`src/bbc_pkg.sv`:
```
// Package of the block buffer cache tag manager: sizes, codes, payload types
// and the command and status structs between controller and datapath.
// Depends on nothing; the datapath, controller, top level and testbench use it.
package bbc_pkg;

    // Sizes of the pool
    localparam int SLOT_COUNT   = 8;
    localparam int STAMP_BITS   = 16;
    localparam int BLOCK_BITS   = 16;
    localparam int RESULT_LIMIT = 8;
    localparam int IDX_W        = (SLOT_COUNT > 1) ? $clog2(SLOT_COUNT) : 1;
    localparam int CNT_W        = (RESULT_LIMIT > 1) ? $clog2(RESULT_LIMIT) : 1;

    // Request kinds
    typedef enum logic [1:0] {
        KIND_ACQUIRE = 2'd0,
        KIND_RELEASE = 2'd1,
        KIND_ZERO    = 2'd2,
        KIND_SYNC    = 2'd3
    } t_kind;

    // Fill modes
    localparam logic [1:0] FILL_READ    = 2'd0;
    localparam logic [1:0] FILL_REWRITE = 2'd1;
    localparam logic [1:0] FILL_ZERO    = 2'd2;

    // Dirty levels on release
    localparam logic [1:0] LVL_CLEAN = 2'd0;
    localparam logic [1:0] LVL_DIRTY = 2'd1;
    localparam logic [1:0] LVL_WRITE = 2'd2;

    // Result status codes
    localparam logic [1:0] ST_OK    = 2'd0;
    localparam logic [1:0] ST_BUSY  = 2'd1;
    localparam logic [1:0] ST_NOBUF = 2'd2;

    // Controller states
    typedef enum logic [2:0] {
        S_IDLE,
        S_DISPATCH,
        S_SCAN,
        S_DECIDE,
        S_EMIT1,
        S_EMIT2,
        S_REL,
        S_SYNC
    } t_state;

    // Slot pointer operations
    typedef enum logic [1:0] {
        PTR_HOLD,
        PTR_INC,
        PTR_MATCH,
        PTR_VICT
    } t_ptr_op;

    // Result to emit, with the tag update that goes with it
    typedef enum logic [3:0] {
        RES_NONE,
        RES_HIT,
        RES_BUSY,
        RES_NOBUF,
        RES_FLUSH,
        RES_FILL,
        RES_ZERO,
        RES_REL,
        RES_SYNC,
        RES_SYNC_NONE
    } t_res;

    // Request payload
    typedef struct packed {
        logic [1:0]  kind;
        logic [7:0]  device;
        logic [15:0] block;
        logic [1:0]  fill_mode;
        logic [2:0]  slot;
        logic [1:0]  dirty_level;
    } t_req_pay;

    // Result payload
    typedef struct packed {
        logic [2:0]  slot_used;
        logic        hit;
        logic        fill_read;
        logic        clear_data;
        logic        write_out;
        logic [7:0]  write_device;
        logic [15:0] write_block;
        logic [1:0]  status;
        logic        last;
    } t_res_pay;

    // Controller to datapath
    typedef struct packed {
        logic    load;
        logic    scan_step;
        t_ptr_op ptr_op;
        t_res    res;
    } t_cmd;

    // Datapath to controller
    typedef struct packed {
        t_kind kind;
        logic  scan_last;
        logic  found;
        logic  match_busy;
        logic  vfound;
        logic  vict_named_dirty;
        logic  sync_any;
        logic  sync_bit;
        logic  sync_last;
        logic  out_space;
    } t_stat;

endpackage

```
`src/bbc_req_if.sv`:
```
// Request channel of the buffer cache tag manager: valid, ready and payload.
// Depends on nothing.
interface bbc_req_if;
    logic        valid;
    logic        ready;
    logic [1:0]  kind;
    logic [7:0]  device;
    logic [15:0] block;
    logic [1:0]  fill_mode;
    logic [2:0]  slot;
    logic [1:0]  dirty_level;

    modport source (output valid, kind, device, block, fill_mode, slot, dirty_level,
                    input ready);
    modport sink   (input valid, kind, device, block, fill_mode, slot, dirty_level,
                    output ready);
endinterface

```
`src/bbc_res_if.sv`:
```
// Result channel of the buffer cache tag manager: valid, ready and payload.
// Depends on nothing.
interface bbc_res_if;
    logic        valid;
    logic        ready;
    logic [2:0]  slot_used;
    logic        hit;
    logic        fill_read;
    logic        clear_data;
    logic        write_out;
    logic [7:0]  write_device;
    logic [15:0] write_block;
    logic [1:0]  status;
    logic        last;

    modport source (output valid, slot_used, hit, fill_read, clear_data, write_out,
                    write_device, write_block, status, last, input ready);
    modport sink   (input valid, slot_used, hit, fill_read, clear_data, write_out,
                    write_device, write_block, status, last, output ready);
endinterface

```
`src/bbc_dpath.sv`:
```
// Datapath of the buffer cache tag manager: slot tags, use clock, scan
// registers and the result output register.
// Depends on bbc_pkg.
module bbc_dpath (
    input  logic              i_clk,
    input  logic              i_rst_n,
    input  bbc_pkg::t_cmd     i_cmd,
    input  bbc_pkg::t_req_pay i_req,
    input  logic              i_out_ready,
    output bbc_pkg::t_stat    o_stat,
    output logic              o_out_valid,
    output bbc_pkg::t_res_pay o_out
);

    // Slot tags
    logic [bbc_pkg::SLOT_COUNT-1:0] r_valid;
    logic [bbc_pkg::SLOT_COUNT-1:0] r_dirty;
    logic [bbc_pkg::SLOT_COUNT-1:0] r_busy;
    logic [7:0]                     r_dev   [bbc_pkg::SLOT_COUNT];
    logic [bbc_pkg::BLOCK_BITS-1:0] r_blk   [bbc_pkg::SLOT_COUNT];
    logic [bbc_pkg::STAMP_BITS-1:0] r_stamp [bbc_pkg::SLOT_COUNT];
    logic [bbc_pkg::STAMP_BITS-1:0] r_clock;

    // Latched request
    bbc_pkg::t_kind                 r_kind;
    logic [7:0]                     r_dev_q;
    logic [bbc_pkg::BLOCK_BITS-1:0] r_blk_q;
    logic [1:0]                     r_mode;
    logic [2:0]                     r_slot;
    logic [1:0]                     r_lvl;

    // Scan state
    logic [bbc_pkg::IDX_W-1:0]      r_ptr;
    logic [bbc_pkg::IDX_W-1:0]      r_match;
    logic [bbc_pkg::IDX_W-1:0]      r_vict;
    logic                           r_found;
    logic                           r_vfound;
    logic [bbc_pkg::STAMP_BITS-1:0] r_best_age;
    logic [bbc_pkg::CNT_W-1:0]      r_cnt;

    // Output register
    logic              r_out_valid;
    bbc_pkg::t_res_pay r_out;
    bbc_pkg::t_res_pay n_out;

    logic                           rd_valid;
    logic                           rd_dirty;
    logic                           rd_busy;
    logic [7:0]                     rd_dev;
    logic [bbc_pkg::BLOCK_BITS-1:0] rd_blk;
    logic [bbc_pkg::STAMP_BITS-1:0] age;
    logic [bbc_pkg::STAMP_BITS-1:0] n_clock;
    logic [bbc_pkg::SLOT_COUNT-1:0] sync_mask;
    logic                           sync_more;
    logic                           sync_last;
    logic                           rel_oor;
    logic                           tag_hit;
    logic                           out_space;

    // Single read port at the slot pointer
    assign rd_valid = r_valid[r_ptr];
    assign rd_dirty = r_dirty[r_ptr];
    assign rd_busy  = r_busy[r_ptr];
    assign rd_dev   = r_dev[r_ptr];
    assign rd_blk   = r_blk[r_ptr];
    assign age      = r_clock - r_stamp[r_ptr];
    assign n_clock  = r_clock + bbc_pkg::STAMP_BITS'(1);
    assign tag_hit  = rd_valid && (rd_dev == r_dev_q) && (rd_blk == r_blk_q);
    assign rel_oor  = (int'(r_slot) >= bbc_pkg::SLOT_COUNT);
    assign out_space = !r_out_valid || i_out_ready;

    // Sync: named dirty slots, and whether one lies above the pointer
    assign sync_mask = r_valid & r_dirty;
    always_comb begin
        sync_more = 1'b0;
        for (int i = 0; i < bbc_pkg::SLOT_COUNT; i++) begin
            if (sync_mask[i] && (bbc_pkg::IDX_W'(i) > r_ptr)) begin
                sync_more = 1'b1;
            end
        end
    end
    assign sync_last = !sync_more ||
                       (r_cnt == bbc_pkg::CNT_W'(bbc_pkg::RESULT_LIMIT - 1));

    // Status to controller
    always_comb begin
        o_stat.kind             = r_kind;
        o_stat.scan_last        = (r_ptr == bbc_pkg::IDX_W'(bbc_pkg::SLOT_COUNT - 1));
        o_stat.found            = r_found;
        o_stat.match_busy       = rd_busy;
        o_stat.vfound           = r_vfound;
        o_stat.vict_named_dirty = rd_valid && rd_dirty;
        o_stat.sync_any         = |sync_mask;
        o_stat.sync_bit         = sync_mask[r_ptr];
        o_stat.sync_last        = sync_last;
        o_stat.out_space        = out_space;
    end

    // Result payload for the emitted code
    always_comb begin
        n_out      = '0;
        n_out.last = 1'b1;
        unique case (i_cmd.res)
            bbc_pkg::RES_HIT: begin
                n_out.slot_used = 3'(r_ptr);
                n_out.hit       = 1'b1;
            end
            bbc_pkg::RES_BUSY: begin
                n_out.slot_used = 3'(r_ptr);
                n_out.hit       = 1'b1;
                n_out.status    = bbc_pkg::ST_BUSY;
            end
            bbc_pkg::RES_NOBUF: begin
                n_out.status = bbc_pkg::ST_NOBUF;
            end
            bbc_pkg::RES_FLUSH: begin
                n_out.slot_used    = 3'(r_ptr);
                n_out.write_out    = 1'b1;
                n_out.write_device = rd_dev;
                n_out.write_block  = 16'(rd_blk);
                n_out.last         = 1'b0;
            end
            bbc_pkg::RES_FILL: begin
                n_out.slot_used  = 3'(r_ptr);
                n_out.fill_read  = (r_mode == bbc_pkg::FILL_READ);
                n_out.clear_data = (r_mode == bbc_pkg::FILL_ZERO);
            end
            bbc_pkg::RES_ZERO: begin
                n_out.slot_used  = 3'(r_ptr);
                n_out.clear_data = 1'b1;
            end
            bbc_pkg::RES_REL: begin
                n_out.slot_used = r_slot;
                if (!rel_oor && (r_lvl == bbc_pkg::LVL_WRITE) && rd_valid) begin
                    n_out.write_out    = 1'b1;
                    n_out.write_device = rd_dev;
                    n_out.write_block  = 16'(rd_blk);
                end
            end
            bbc_pkg::RES_SYNC: begin
                n_out.slot_used    = 3'(r_ptr);
                n_out.write_out    = 1'b1;
                n_out.write_device = rd_dev;
                n_out.write_block  = 16'(rd_blk);
                n_out.last         = sync_last;
            end
            default: ;
        endcase
    end

    // Flags, stamps and clock
    always_ff @(posedge i_clk) begin
        if (!i_rst_n) begin
            r_valid <= '0;
            r_dirty <= '0;
            r_busy  <= '0;
            r_clock <= '0;
            for (int i = 0; i < bbc_pkg::SLOT_COUNT; i++) begin
                r_stamp[i] <= '0;
            end
        end else begin
            unique case (i_cmd.res)
                bbc_pkg::RES_HIT: begin
                    r_clock        <= n_clock;
                    r_stamp[r_ptr] <= n_clock;
                    r_busy[r_ptr]  <= 1'b1;
                end
                bbc_pkg::RES_FILL: begin
                    r_clock        <= n_clock;
                    r_stamp[r_ptr] <= n_clock;
                    r_busy[r_ptr]  <= 1'b1;
                    r_valid[r_ptr] <= 1'b1;
                    r_dirty[r_ptr] <= 1'b0;
                end
                bbc_pkg::RES_ZERO: begin
                    r_valid[r_ptr] <= 1'b0;
                    r_dirty[r_ptr] <= 1'b0;
                end
                bbc_pkg::RES_REL: begin
                    if (!rel_oor) begin
                        r_busy[r_ptr]  <= 1'b0;
                        r_dirty[r_ptr] <= (r_lvl == bbc_pkg::LVL_WRITE) ? 1'b0 :
                                          (rd_dirty || (r_lvl != bbc_pkg::LVL_CLEAN));
                    end
                end
                default: ;
            endcase
        end
    end

    // Names: written only when a slot is renamed
    always_ff @(posedge i_clk) begin
        if (i_cmd.res == bbc_pkg::RES_FILL) begin
            r_dev[r_ptr] <= r_dev_q;
            r_blk[r_ptr] <= r_blk_q;
        end
    end

    // Latched request payload
    always_ff @(posedge i_clk) begin
        if (i_cmd.load) begin
            r_dev_q <= i_req.device;
            r_blk_q <= bbc_pkg::BLOCK_BITS'(i_req.block);
            r_mode  <= i_req.fill_mode;
            r_slot  <= i_req.slot;
            r_lvl   <= i_req.dirty_level;
        end
    end

    // Pointer, scan results and sync count
    always_ff @(posedge i_clk) begin
        if (!i_rst_n) begin
            r_kind     <= bbc_pkg::KIND_ACQUIRE;
            r_ptr      <= '0;
            r_match    <= '0;
            r_vict     <= '0;
            r_found    <= 1'b0;
            r_vfound   <= 1'b0;
            r_best_age <= '0;
            r_cnt      <= '0;
        end else if (i_cmd.load) begin
            r_kind   <= bbc_pkg::t_kind'(i_req.kind);
            r_ptr    <= (i_req.kind == bbc_pkg::KIND_RELEASE) ?
                        bbc_pkg::IDX_W'(i_req.slot) : '0;
            r_found  <= 1'b0;
            r_vfound <= 1'b0;
            r_vict   <= '0;
            r_cnt    <= '0;
        end else begin
            // One slot per step: lowest tag match, oldest idle slot
            if (i_cmd.scan_step) begin
                if (tag_hit && !r_found) begin
                    r_found <= 1'b1;
                    r_match <= r_ptr;
                end
                if (!rd_busy && (!r_vfound || (age >= r_best_age))) begin
                    r_vfound   <= 1'b1;
                    r_vict     <= r_ptr;
                    r_best_age <= age;
                end
            end
            if (i_cmd.res == bbc_pkg::RES_SYNC) begin
                r_cnt <= r_cnt + bbc_pkg::CNT_W'(1);
            end
            case (i_cmd.ptr_op)
                bbc_pkg::PTR_INC:   r_ptr <= r_ptr + bbc_pkg::IDX_W'(1);
                bbc_pkg::PTR_MATCH: r_ptr <= r_match;
                bbc_pkg::PTR_VICT:  r_ptr <= r_vict;
                default: ;
            endcase
        end
    end

    // Output register: loads on emit, empties when taken
    always_ff @(posedge i_clk) begin
        if (!i_rst_n) begin
            r_out_valid <= 1'b0;
        end else if (i_cmd.res != bbc_pkg::RES_NONE) begin
            r_out_valid <= 1'b1;
        end else if (i_out_ready) begin
            r_out_valid <= 1'b0;
        end
    end

    always_ff @(posedge i_clk) begin
        if (i_cmd.res != bbc_pkg::RES_NONE) begin
            r_out <= n_out;
        end
    end

    assign o_out_valid = r_out_valid;
    assign o_out       = r_out;

endmodule

```
`src/bbc_ctrl.sv`:
```
// Controller of the buffer cache tag manager: sequences the tag scan and the
// results of each request.
// Depends on bbc_pkg.
module bbc_ctrl (
    input  logic           i_clk,
    input  logic           i_rst_n,
    input  logic           i_req_valid,
    input  bbc_pkg::t_stat i_stat,
    output logic           o_req_ready,
    output bbc_pkg::t_cmd  o_cmd
);

    bbc_pkg::t_state r_state;
    bbc_pkg::t_state n_state;
    logic            is_acq;
    bbc_pkg::t_res   final_res;

    assign is_acq    = (i_stat.kind == bbc_pkg::KIND_ACQUIRE);
    assign final_res = is_acq ? bbc_pkg::RES_FILL : bbc_pkg::RES_ZERO;

    // State register
    always_ff @(posedge i_clk) begin
        if (!i_rst_n) begin
            r_state <= bbc_pkg::S_IDLE;
        end else begin
            r_state <= n_state;
        end
    end

    // Next state and commands
    always_comb begin
        n_state         = r_state;
        o_req_ready     = 1'b0;
        o_cmd.load      = 1'b0;
        o_cmd.scan_step = 1'b0;
        o_cmd.ptr_op    = bbc_pkg::PTR_HOLD;
        o_cmd.res       = bbc_pkg::RES_NONE;
        unique case (r_state)
            bbc_pkg::S_IDLE: begin
                o_req_ready = 1'b1;
                if (i_req_valid) begin
                    o_cmd.load = 1'b1;
                    n_state    = bbc_pkg::S_DISPATCH;
                end
            end
            bbc_pkg::S_DISPATCH: begin
                case (i_stat.kind)
                    bbc_pkg::KIND_RELEASE: n_state = bbc_pkg::S_REL;
                    bbc_pkg::KIND_SYNC:    n_state = bbc_pkg::S_SYNC;
                    default:               n_state = bbc_pkg::S_SCAN;
                endcase
            end
            bbc_pkg::S_SCAN: begin
                o_cmd.scan_step = 1'b1;
                if (i_stat.scan_last) begin
                    n_state = bbc_pkg::S_DECIDE;
                end else begin
                    o_cmd.ptr_op = bbc_pkg::PTR_INC;
                end
            end
            bbc_pkg::S_DECIDE: begin
                o_cmd.ptr_op = (is_acq && i_stat.found) ? bbc_pkg::PTR_MATCH :
                                                          bbc_pkg::PTR_VICT;
                n_state      = bbc_pkg::S_EMIT1;
            end
            bbc_pkg::S_EMIT1: begin
                if (i_stat.out_space) begin
                    if (is_acq && i_stat.found) begin
                        o_cmd.res = i_stat.match_busy ? bbc_pkg::RES_BUSY :
                                                        bbc_pkg::RES_HIT;
                        n_state   = bbc_pkg::S_IDLE;
                    end else if (!i_stat.vfound) begin
                        o_cmd.res = bbc_pkg::RES_NOBUF;
                        n_state   = bbc_pkg::S_IDLE;
                    end else if (i_stat.vict_named_dirty) begin
                        o_cmd.res = bbc_pkg::RES_FLUSH;
                        n_state   = bbc_pkg::S_EMIT2;
                    end else begin
                        o_cmd.res = final_res;
                        n_state   = bbc_pkg::S_IDLE;
                    end
                end
            end
            bbc_pkg::S_EMIT2: begin
                if (i_stat.out_space) begin
                    o_cmd.res = final_res;
                    n_state   = bbc_pkg::S_IDLE;
                end
            end
            bbc_pkg::S_REL: begin
                if (i_stat.out_space) begin
                    o_cmd.res = bbc_pkg::RES_REL;
                    n_state   = bbc_pkg::S_IDLE;
                end
            end
            bbc_pkg::S_SYNC: begin
                // Walk the slots, reporting each named dirty one
                if (!i_stat.sync_any) begin
                    if (i_stat.out_space) begin
                        o_cmd.res = bbc_pkg::RES_SYNC_NONE;
                        n_state   = bbc_pkg::S_IDLE;
                    end
                end else if (i_stat.sync_bit) begin
                    if (i_stat.out_space) begin
                        o_cmd.res = bbc_pkg::RES_SYNC;
                        if (i_stat.sync_last) begin
                            n_state = bbc_pkg::S_IDLE;
                        end else begin
                            o_cmd.ptr_op = bbc_pkg::PTR_INC;
                        end
                    end
                end else begin
                    o_cmd.ptr_op = bbc_pkg::PTR_INC;
                end
            end
            default: n_state = bbc_pkg::S_IDLE;
        endcase
    end

endmodule

```
`src/block_buffer_cache_lru_core.sv`:
```
// Top level of the block buffer cache tag manager: controller, datapath and
// the request and result channels. Depends on bbc_pkg, bbc_req_if, bbc_res_if,
// bbc_ctrl and bbc_dpath.
//
// Tag manager of an 8-slot buffer pool with least-recently-used replacement.
// One request is handled at a time; ready is high only while the block waits
// for a request, and a finished result may sit in the output register while
// the next request is taken. The tag store has a single read port, so an
// acquire or zero-buffer request scans the slots one per cycle, then goes
// through the decide and emit states, with a named dirty victim written back
// in a result of its own before the fill or clear. A release goes from
// dispatch straight to its result. A sync walks the slots upward from slot 0
// and ends with the last reported one, or gives a single result when none is
// named and dirty. Results wait for the sink whenever the output register is full.
module block_buffer_cache_lru_core (
    input  logic      i_clk,
    input  logic      i_rst_n,
    bbc_req_if.sink   i_req,
    bbc_res_if.source o_res
);

    bbc_pkg::t_cmd     w_cmd;
    bbc_pkg::t_stat    w_stat;
    bbc_pkg::t_req_pay w_req;
    bbc_pkg::t_res_pay w_out;
    logic              w_out_valid;
    logic              w_ready;

    // Request payload
    always_comb begin
        w_req.kind        = i_req.kind;
        w_req.device      = i_req.device;
        w_req.block       = i_req.block;
        w_req.fill_mode   = i_req.fill_mode;
        w_req.slot        = i_req.slot;
        w_req.dirty_level = i_req.dirty_level;
    end
    assign i_req.ready = w_ready;

    bbc_ctrl u_ctrl (
        .i_clk       (i_clk),
        .i_rst_n     (i_rst_n),
        .i_req_valid (i_req.valid),
        .i_stat      (w_stat),
        .o_req_ready (w_ready),
        .o_cmd       (w_cmd)
    );

    bbc_dpath u_dpath (
        .i_clk       (i_clk),
        .i_rst_n     (i_rst_n),
        .i_cmd       (w_cmd),
        .i_req       (w_req),
        .i_out_ready (o_res.ready),
        .o_stat      (w_stat),
        .o_out_valid (w_out_valid),
        .o_out       (w_out)
    );

    // Result channel
    assign o_res.valid        = w_out_valid;
    assign o_res.slot_used    = w_out.slot_used;
    assign o_res.hit          = w_out.hit;
    assign o_res.fill_read    = w_out.fill_read;
    assign o_res.clear_data   = w_out.clear_data;
    assign o_res.write_out    = w_out.write_out;
    assign o_res.write_device = w_out.write_device;
    assign o_res.write_block  = w_out.write_block;
    assign o_res.status       = w_out.status;
    assign o_res.last         = w_out.last;

    // A result is only emitted when the output register has room
    a_emit_space: assert property (@(posedge i_clk) disable iff (!i_rst_n)
        (w_cmd.res != bbc_pkg::RES_NONE) |-> w_stat.out_space)
        else $error("result emitted into a full output register");

    // No result is emitted while a new request may be taken
    a_idle_quiet: assert property (@(posedge i_clk) disable iff (!i_rst_n)
        w_ready |-> (w_cmd.res == bbc_pkg::RES_NONE))
        else $error("result emitted while waiting for a request");

    // The tag scan never runs while the request channel is open
    a_scan_busy: assert property (@(posedge i_clk) disable iff (!i_rst_n)
        w_cmd.scan_step |-> !w_ready)
        else $error("tag scan while accepting a request");

    // An accepted request is always dispatched in the next cycle
    a_load_once: assert property (@(posedge i_clk) disable iff (!i_rst_n)
        (i_req.valid && w_ready) |=> !w_ready)
        else $error("request channel still open after acceptance");

endmodule

```
`src/flat_wrapper.sv`:
```
// flat-port wrapper written by rule: the top's interface ports become plain ports
module block_buffer_cache_lru_core_flat 
  (i_clk, i_rst_n, i_req_valid, i_req_kind, i_req_device, i_req_block, i_req_fill_mode, i_req_slot, i_req_dirty_level, i_req_ready, o_res_valid, o_res_slot_used, o_res_hit, o_res_fill_read, o_res_clear_data, o_res_write_out, o_res_write_device, o_res_write_block, o_res_status, o_res_last, o_res_ready);
  bbc_req_if i_req_i ();
  bbc_res_if o_res_i ();
  input  logic i_clk;
  input  logic i_rst_n;
  input wire logic [$bits(i_req_i.valid)-1:0] i_req_valid;
  input wire logic [$bits(i_req_i.kind)-1:0] i_req_kind;
  input wire logic [$bits(i_req_i.device)-1:0] i_req_device;
  input wire logic [$bits(i_req_i.block)-1:0] i_req_block;
  input wire logic [$bits(i_req_i.fill_mode)-1:0] i_req_fill_mode;
  input wire logic [$bits(i_req_i.slot)-1:0] i_req_slot;
  input wire logic [$bits(i_req_i.dirty_level)-1:0] i_req_dirty_level;
  output wire logic [$bits(i_req_i.ready)-1:0] i_req_ready;
  output wire logic [$bits(o_res_i.valid)-1:0] o_res_valid;
  output wire logic [$bits(o_res_i.slot_used)-1:0] o_res_slot_used;
  output wire logic [$bits(o_res_i.hit)-1:0] o_res_hit;
  output wire logic [$bits(o_res_i.fill_read)-1:0] o_res_fill_read;
  output wire logic [$bits(o_res_i.clear_data)-1:0] o_res_clear_data;
  output wire logic [$bits(o_res_i.write_out)-1:0] o_res_write_out;
  output wire logic [$bits(o_res_i.write_device)-1:0] o_res_write_device;
  output wire logic [$bits(o_res_i.write_block)-1:0] o_res_write_block;
  output wire logic [$bits(o_res_i.status)-1:0] o_res_status;
  output wire logic [$bits(o_res_i.last)-1:0] o_res_last;
  input wire logic [$bits(o_res_i.ready)-1:0] o_res_ready;
  assign i_req_i.valid = i_req_valid;
  assign i_req_i.kind = i_req_kind;
  assign i_req_i.device = i_req_device;
  assign i_req_i.block = i_req_block;
  assign i_req_i.fill_mode = i_req_fill_mode;
  assign i_req_i.slot = i_req_slot;
  assign i_req_i.dirty_level = i_req_dirty_level;
  assign i_req_ready = i_req_i.ready;
  assign o_res_valid = o_res_i.valid;
  assign o_res_slot_used = o_res_i.slot_used;
  assign o_res_hit = o_res_i.hit;
  assign o_res_fill_read = o_res_i.fill_read;
  assign o_res_clear_data = o_res_i.clear_data;
  assign o_res_write_out = o_res_i.write_out;
  assign o_res_write_device = o_res_i.write_device;
  assign o_res_write_block = o_res_i.write_block;
  assign o_res_status = o_res_i.status;
  assign o_res_last = o_res_i.last;
  assign o_res_i.ready = o_res_ready;
  block_buffer_cache_lru_core u_core (.i_clk(i_clk), .i_rst_n(i_rst_n), .i_req(i_req_i), .o_res(o_res_i));
endmodule
```
`config.mk`:
```
export PLATFORM = sky130hd
export DESIGN_NAME = block_buffer_cache_lru_core_flat
export DESIGN_NICKNAME = d
export VERILOG_FILES = /design/src/bbc_pkg.sv /design/src/bbc_req_if.sv /design/src/bbc_res_if.sv /design/src/bbc_dpath.sv /design/src/bbc_ctrl.sv /design/src/block_buffer_cache_lru_core.sv /design/src/flat_wrapper.sv
export SDC_FILE = /design/constraint.sdc
export NUM_CORES = 1
export LEC_CHECK = 0
export ABC_AREA = 0
export BUFFER_PORTS_ARGS = -buffer_cell sky130_fd_sc_hd__clkbuf_2
export CAP_MARGIN = 20
export CORE_AREA = 4 4 197 199
export DETAILED_ROUTE_END_ITERATION = 8
export DIE_AREA = 0 0 201 203
export PLACE_DENSITY = 0.75
export SLEW_MARGIN = 40
export SYNTH_ARGS = -nofsm -noshare
export SYNTH_HDL_FRONTEND = slang
export SYNTH_SLANG_ARGS = --single-unit
```
`constraint.sdc`:
```
create_clock -name i_clk -period 5.5 [get_ports i_clk]
set_clock_uncertainty 0.2 [all_clocks]
set_input_delay 0 -clock i_clk [delete_from_list [all_inputs] [get_ports i_clk]]
set_output_delay 0 -clock i_clk [all_outputs]
set_load 0.02 [all_outputs]
```
# --- Word-level counts from Yosys, hierarchy flattened ---
# Memory sizes are Yosys's and may differ from the RTL's. A register that Yosys moved wholly into a read port is not among the register bits.
# Cells that the tools add are included.
classes:
  n_addsub: 4
  magnitude_cmp: 11
  eq_ne: 33
  muxes: 89
  n_bitwise: 10
  reduce_logical: 49
op_table:
  columns: ["operator", "count"]
  rows:
  - ["two-way mux 3 bit", 25]
  - ["one-hot mux 25 bit (2 select lines)", 1]
  - ["one-hot mux 8 bit (2 select lines)", 3]
  - ["two-way mux 1 bit", 35]
  - ["bitwise AND 8 bit", 4]
  - ["two-way mux 16 bit", 2]
  - ["two-way mux 25 bit", 1]
  - ["one-hot mux 3 bit (7 select lines)", 1]
  - ["== test 3 bit (second input constant)", 6]
  - ["adder 16 x 1 -> 16 bit (second input constant)", 1]
  - ["== test 16 bit", 1]
  - ["== test 4 x 3 -> 1 bit (second input constant)", 4]
  - [">= comparator 16 bit", 1]
  - ["logical AND 1 bit", 16]
  - ["bitwise OR 8 bit", 2]
  - ["one-hot mux 4 bit (4 select lines)", 1]
  - ["OR reduction 16 bit", 1]
  - ["subtractor 16 bit", 1]
  - ["binary-select mux 1 bit (select 3 bit)", 4]
  - ["greater-than comparator 3 bit (first input constant)", 4]
  - ["two-way mux 4 bit", 3]
  - ["one-hot mux 3 bit (2 select lines)", 2]
  - ["OR reduction 2 bit", 6]
  - ["== test 2 bit (second input constant)", 5]
  - ["other kinds (36)", 66]
word_totals:
  regBits: 141
  mem_bits_rw: 320
  output_inout_bits: 36
  n_memories: 3
mem_list:
  columns: ["memory", "words", "width", "read_ports", "rd_ports_with_merged_regs", "wr", "line", "source"]
  rows:
  - ["u_core.u_dpath.r_blk", 8, 16, 1, 1, 1, "bbc_dpath.sv:20", "logic [bbc_pkg::BLOCK_BITS-1:0] r_blk [bbc_pkg::SLOT_COUNT];"]
  - ["u_core.u_dpath.r_stamp", 8, 16, 1, 1, 8, "bbc_dpath.sv:21", "logic [bbc_pkg::STAMP_BITS-1:0] r_stamp [bbc_pkg::SLOT_COUNT];"]
  - ["u_core.u_dpath.r_dev", 8, 8, 1, 1, 1, "bbc_dpath.sv:19", "logic [7:0] r_dev [bbc_pkg::SLOT_COUNT];"]

# --- Logic depth before layout (Yosys ltp) ---
logic_depth:
  depth_word: 24
  ltp_mapped: 23
  depth_no_buf: 17

# --- Cells and area by module ---
# A second synthesis with hierarchy kept.
hier_totals:
  cells_unflattened: 1485
  area_unflattened_um2: 20547.2
modules_own_cells:
  columns: ["mod", "instances", "cells_each", "area_each_um2", "seq_area_each_um2"]
  rows:
  - ["bbc_dpath", 1, 1420, 20105.5, 13082.5]
  - ["bbc_ctrl", 1, 65, 441.7, 60.1]

# --- Worst setup path after synthesis ---
# No wires, ideal clock.
synth_timing:
  path_kind: "register -> register"
  from: "reg with a tool-made name"
  to: "reg u_core.u_dpath.r_vict[0] in the netlist's numbering"
  setup_ns: 0.072
  t_arrival_ns: 5.132
  required_time_ns: 5.228
  setup_slack_ns: 0.096
  stages_incl_launch_ff: 21
  n_path_buf: 3
  cell_sequence: "dfxtp_1 buf_2 buf_1 mux4_2 mux2_2 ha_1 fa_1 nor2b_1 o31ai_1 a211oi_1 o31ai_1 o21ai_0 xor2_1 ha_1 a21oi_1 o21ai_0 a211oi_1 a21o_1 clkbuf_1 nand2_1 a21oi_1"
synth_lines:
  columns: ["item", "line", "source"]
  rows:
  - ["to (signal assigned)", "bbc_dpath.sv:238", "r_vict <= r_ptr;"]
  - ["to (decl)", "bbc_dpath.sv:35", "logic [bbc_pkg::IDX_W-1:0] r_vict;"]

==> results.txt <==
outcome = finished clean
Logic pwr share = 27.3%
Psw = 3.22 mW
Syn Nets = 1553
pins over their slew limit = 0
PD cells = 433 nW/um^2
hpwl dp = 29900 um
routability cong. = 0.906
Yosys cell types = 74
Arr. time, crit path = 5.44 ns
leading area contributor after synthesis = edfxtp_1
CTS Buf Count = 47
Worst Tran Pin Value = 0.866 ns
post-synth top area share = 56.4%
n_diodes = 0
Pleak = 7.92 nW
Crit Path Class = reg2reg
hold crit path type = in2reg
Critical Path RT = 5.81 ns
Sink Count = 464
Initial Utilization = 55.1%
total wire length = 49700 um
Sw Share = 31.3%
power consumption = 10.3 mW
clock tree buffer depth = 3
floorplan die width = 201 um
part of the Yosys area used for sequential elements = 64.1%
CTS tree = yes
total negative slack = 0 ns
Post-synth EDFFs = 385
Final Critical Period = 5.12 ns
Setup crit end kind = register
Pint = 7.07 mW
dpl cells = 1992
RSZ-0062 raised after global routing = no
via count of the first global-routing pass = 13700
GRT Util Overall = 24.3%
# DRC = 0
most common flop cell mapped by yosys = edfxtp_1
max cap viols = 0
Root Driver = clkbuf_16
final core occ = 63.8%
placed cell area = 21500 um^2
initial antenna violation count = 0
Core Region = 37200 um^2
Final Setup Violations = 0
Relative slew margins = 40.8%
asr flop ratio synth = 0%
Post-Syn Area per Cell = 13.9 um^2
synthesized area = 20500 um^2
most frequent cells in the layout = 385 x edfxtp_1, 177 x nor2_1, 83 x nand2_1
Die Y = 203 um
Synth area leaders = edfxtp_1 56%, mux4_2 7.9%, dfxtp_1 7.7%
die area = 40800 um^2
most common cell after layout, fill and taps aside = edfxtp_1
layout cells sized above 1 = 18.2%
largest net degree at the start of global routing = 64
via count = 13400
Fin. Hold Viols = 0
num ports = 73
pre-CTS worst setup slack = 0.188 ns
first-pass GRT wire length = 77500 um
nets@finish = 1717
Cell Rows = 71
fmax = 0.195 GHz
Final WS setup = 0.376 ns
port bufs = 72
drt first pass iters = 6
clk slew on worst S/H paths = 0.07 ns
Setup crit start kind = register
area delta synth->final = 15.8%
WHS = 0.170 ns
remaining global-route overflow = 0
Via-to-Cell Ratio = 6.25
Seq pwr share = 42.7%
crit share post-route = 93.2%
Synth Warn # = 0
#FFs+latches synth = 464
final cell count without fillers = 2150
share of power burned in the clock network = 30.0%
Clk Latency, worst-skew pair = 0.58 ns
Peak VDD IR = 0.000278 V
drt initial violations = 1296
final instance area = 23800 um^2
DR WL/cell = 23.1 um
Syn Inst Count = 1477
Routed Antenna Nets = 0
worst-path maximum fanout = 10
htree depth = 2
-- sequential cells by signal, summed over array words and instances, names as in the netlist, 3 cells and up, named ones only --
register                   flops
u_core.u_ctrl.r_state          3
u_core.u_dpath.r_cnt           3
u_core.u_dpath.r_blk         128
u_core.u_dpath.r_blk_q        16
u_core.u_dpath.r_dev_q         8
u_core.u_dpath.r_ptr           3
u_core.u_dpath.o_out          34
u_core.u_dpath.r_dirty         8
u_core.u_dpath.r_best_age     16
u_core.u_dpath.r_stamp       128
u_core.u_dpath.r_match         3
u_core.u_dpath.r_slot          3
u_core.u_dpath.r_dev          64
u_core.u_dpath.r_clock        16
u_core.u_dpath.r_vict          3
-- cell type report --
class	instances	area (um^2)
fill	2620	13500
timing repair buffer	195	1490
multi-input combinational	897	6900
tap	474	593
clock inverter	23	194
sequential	464	13200
clock buffer	61	1280
inverter	36	135
-- synth_stat cells (9+ instances only) --
library cell,n
edfxtp_1,385
nor2_1,186
nand2_1,83
dfxtp_1,79
mux4_2,72
mux2i_1,63
a21oi_1,58
o21ai_0,55
nor3_1,51
ha_1,38
clkbuf_1,35
inv_1,35
xnor2_1,27
nand3_1,26
buf_2,24
or3_1,16
xor2_1,15
buf_1,14
a22o_1,13
o311ai_0,13
a21o_1,11
o21a_1,11
o31ai_1,11
a211oi_1,10
nand2b_1,10
o211ai_1,9
-- power by group through the flow --
stage	combinational, mW	clock [mW]	sequential (mW)
2_1_floorplan	2.05	0	4.37
3_3_place_gp	2.63	0	4.43
3_5_place_dp	2.70	0	4.45
4_1_cts	2.78	3.11	4.38
5_1_grt	3.09	3.28	4.42
6_report	2.81	3.09	4.39
-- metal layers --
layer	GRT usage, %	part of all wire [%]	up-vias
met4	9.00	3.2	0
met5	0	0	-
li1	-	-	5979
met3	4.17	7.7	136
met1	32.3	39	6670
met2	40.7	50	655
-- worst paths after layout --
kind	to	slack, ns	cells after the start	start
min	u_core.u_ctrl.r_state[0]	0.17	4	i_rst_n
max	u_core.u_dpath.r_best_age[7]	0.38	18	register
min reg2reg	u_core.u_dpath.r_best_age[10]	0.26	2	u_core.u_dpath.r_best_age[10]
max reg2reg	u_core.u_dpath.r_best_age[7]	0.38	18	register
-- cell families after synthesis --
group           share of synthesized area, %
simple gates                            9.72
flops                                   64.1
xor+xnor                                1.79
compound gates                          7.90
fa+ha+maj                               2.42
mux                                     11.5
buf+inv                                 2.57
-- worst max-delay path, cell delays in order, from the launching register on --
cell and delay [ns]:
dfxtp_4 0.43, mux4_2 0.52, mux2_2 0.27, ha_1 0.23, fa_1 0.44, nor2b_1 0.18, o31ai_1 0.11, a211oi_1 0.34
o31ai_2 0.15, o21ai_1 0.25, xor2_1 0.11, ha_1 0.31, a21oi_1 0.06, o21ai_0 0.25, o21ai_0 0.24, a21o_2 0.35
buf_4 0.19, or3_1 0.31, a21oi_1 0.13
-- timing repair --
| item | 4_1_cts | 5_1_grt |
|---|---|---|
| hold buffers | 74 | 0 |
| resized for setup | 0 | 7 |
| endpoints found under the hold margin | 106 | 0 |
| buffers inserted | 0 | 0 |
| endpoints found under the setup margin | 0 | 18 |
Note: power is estimated with default switching activity, not from simulation.
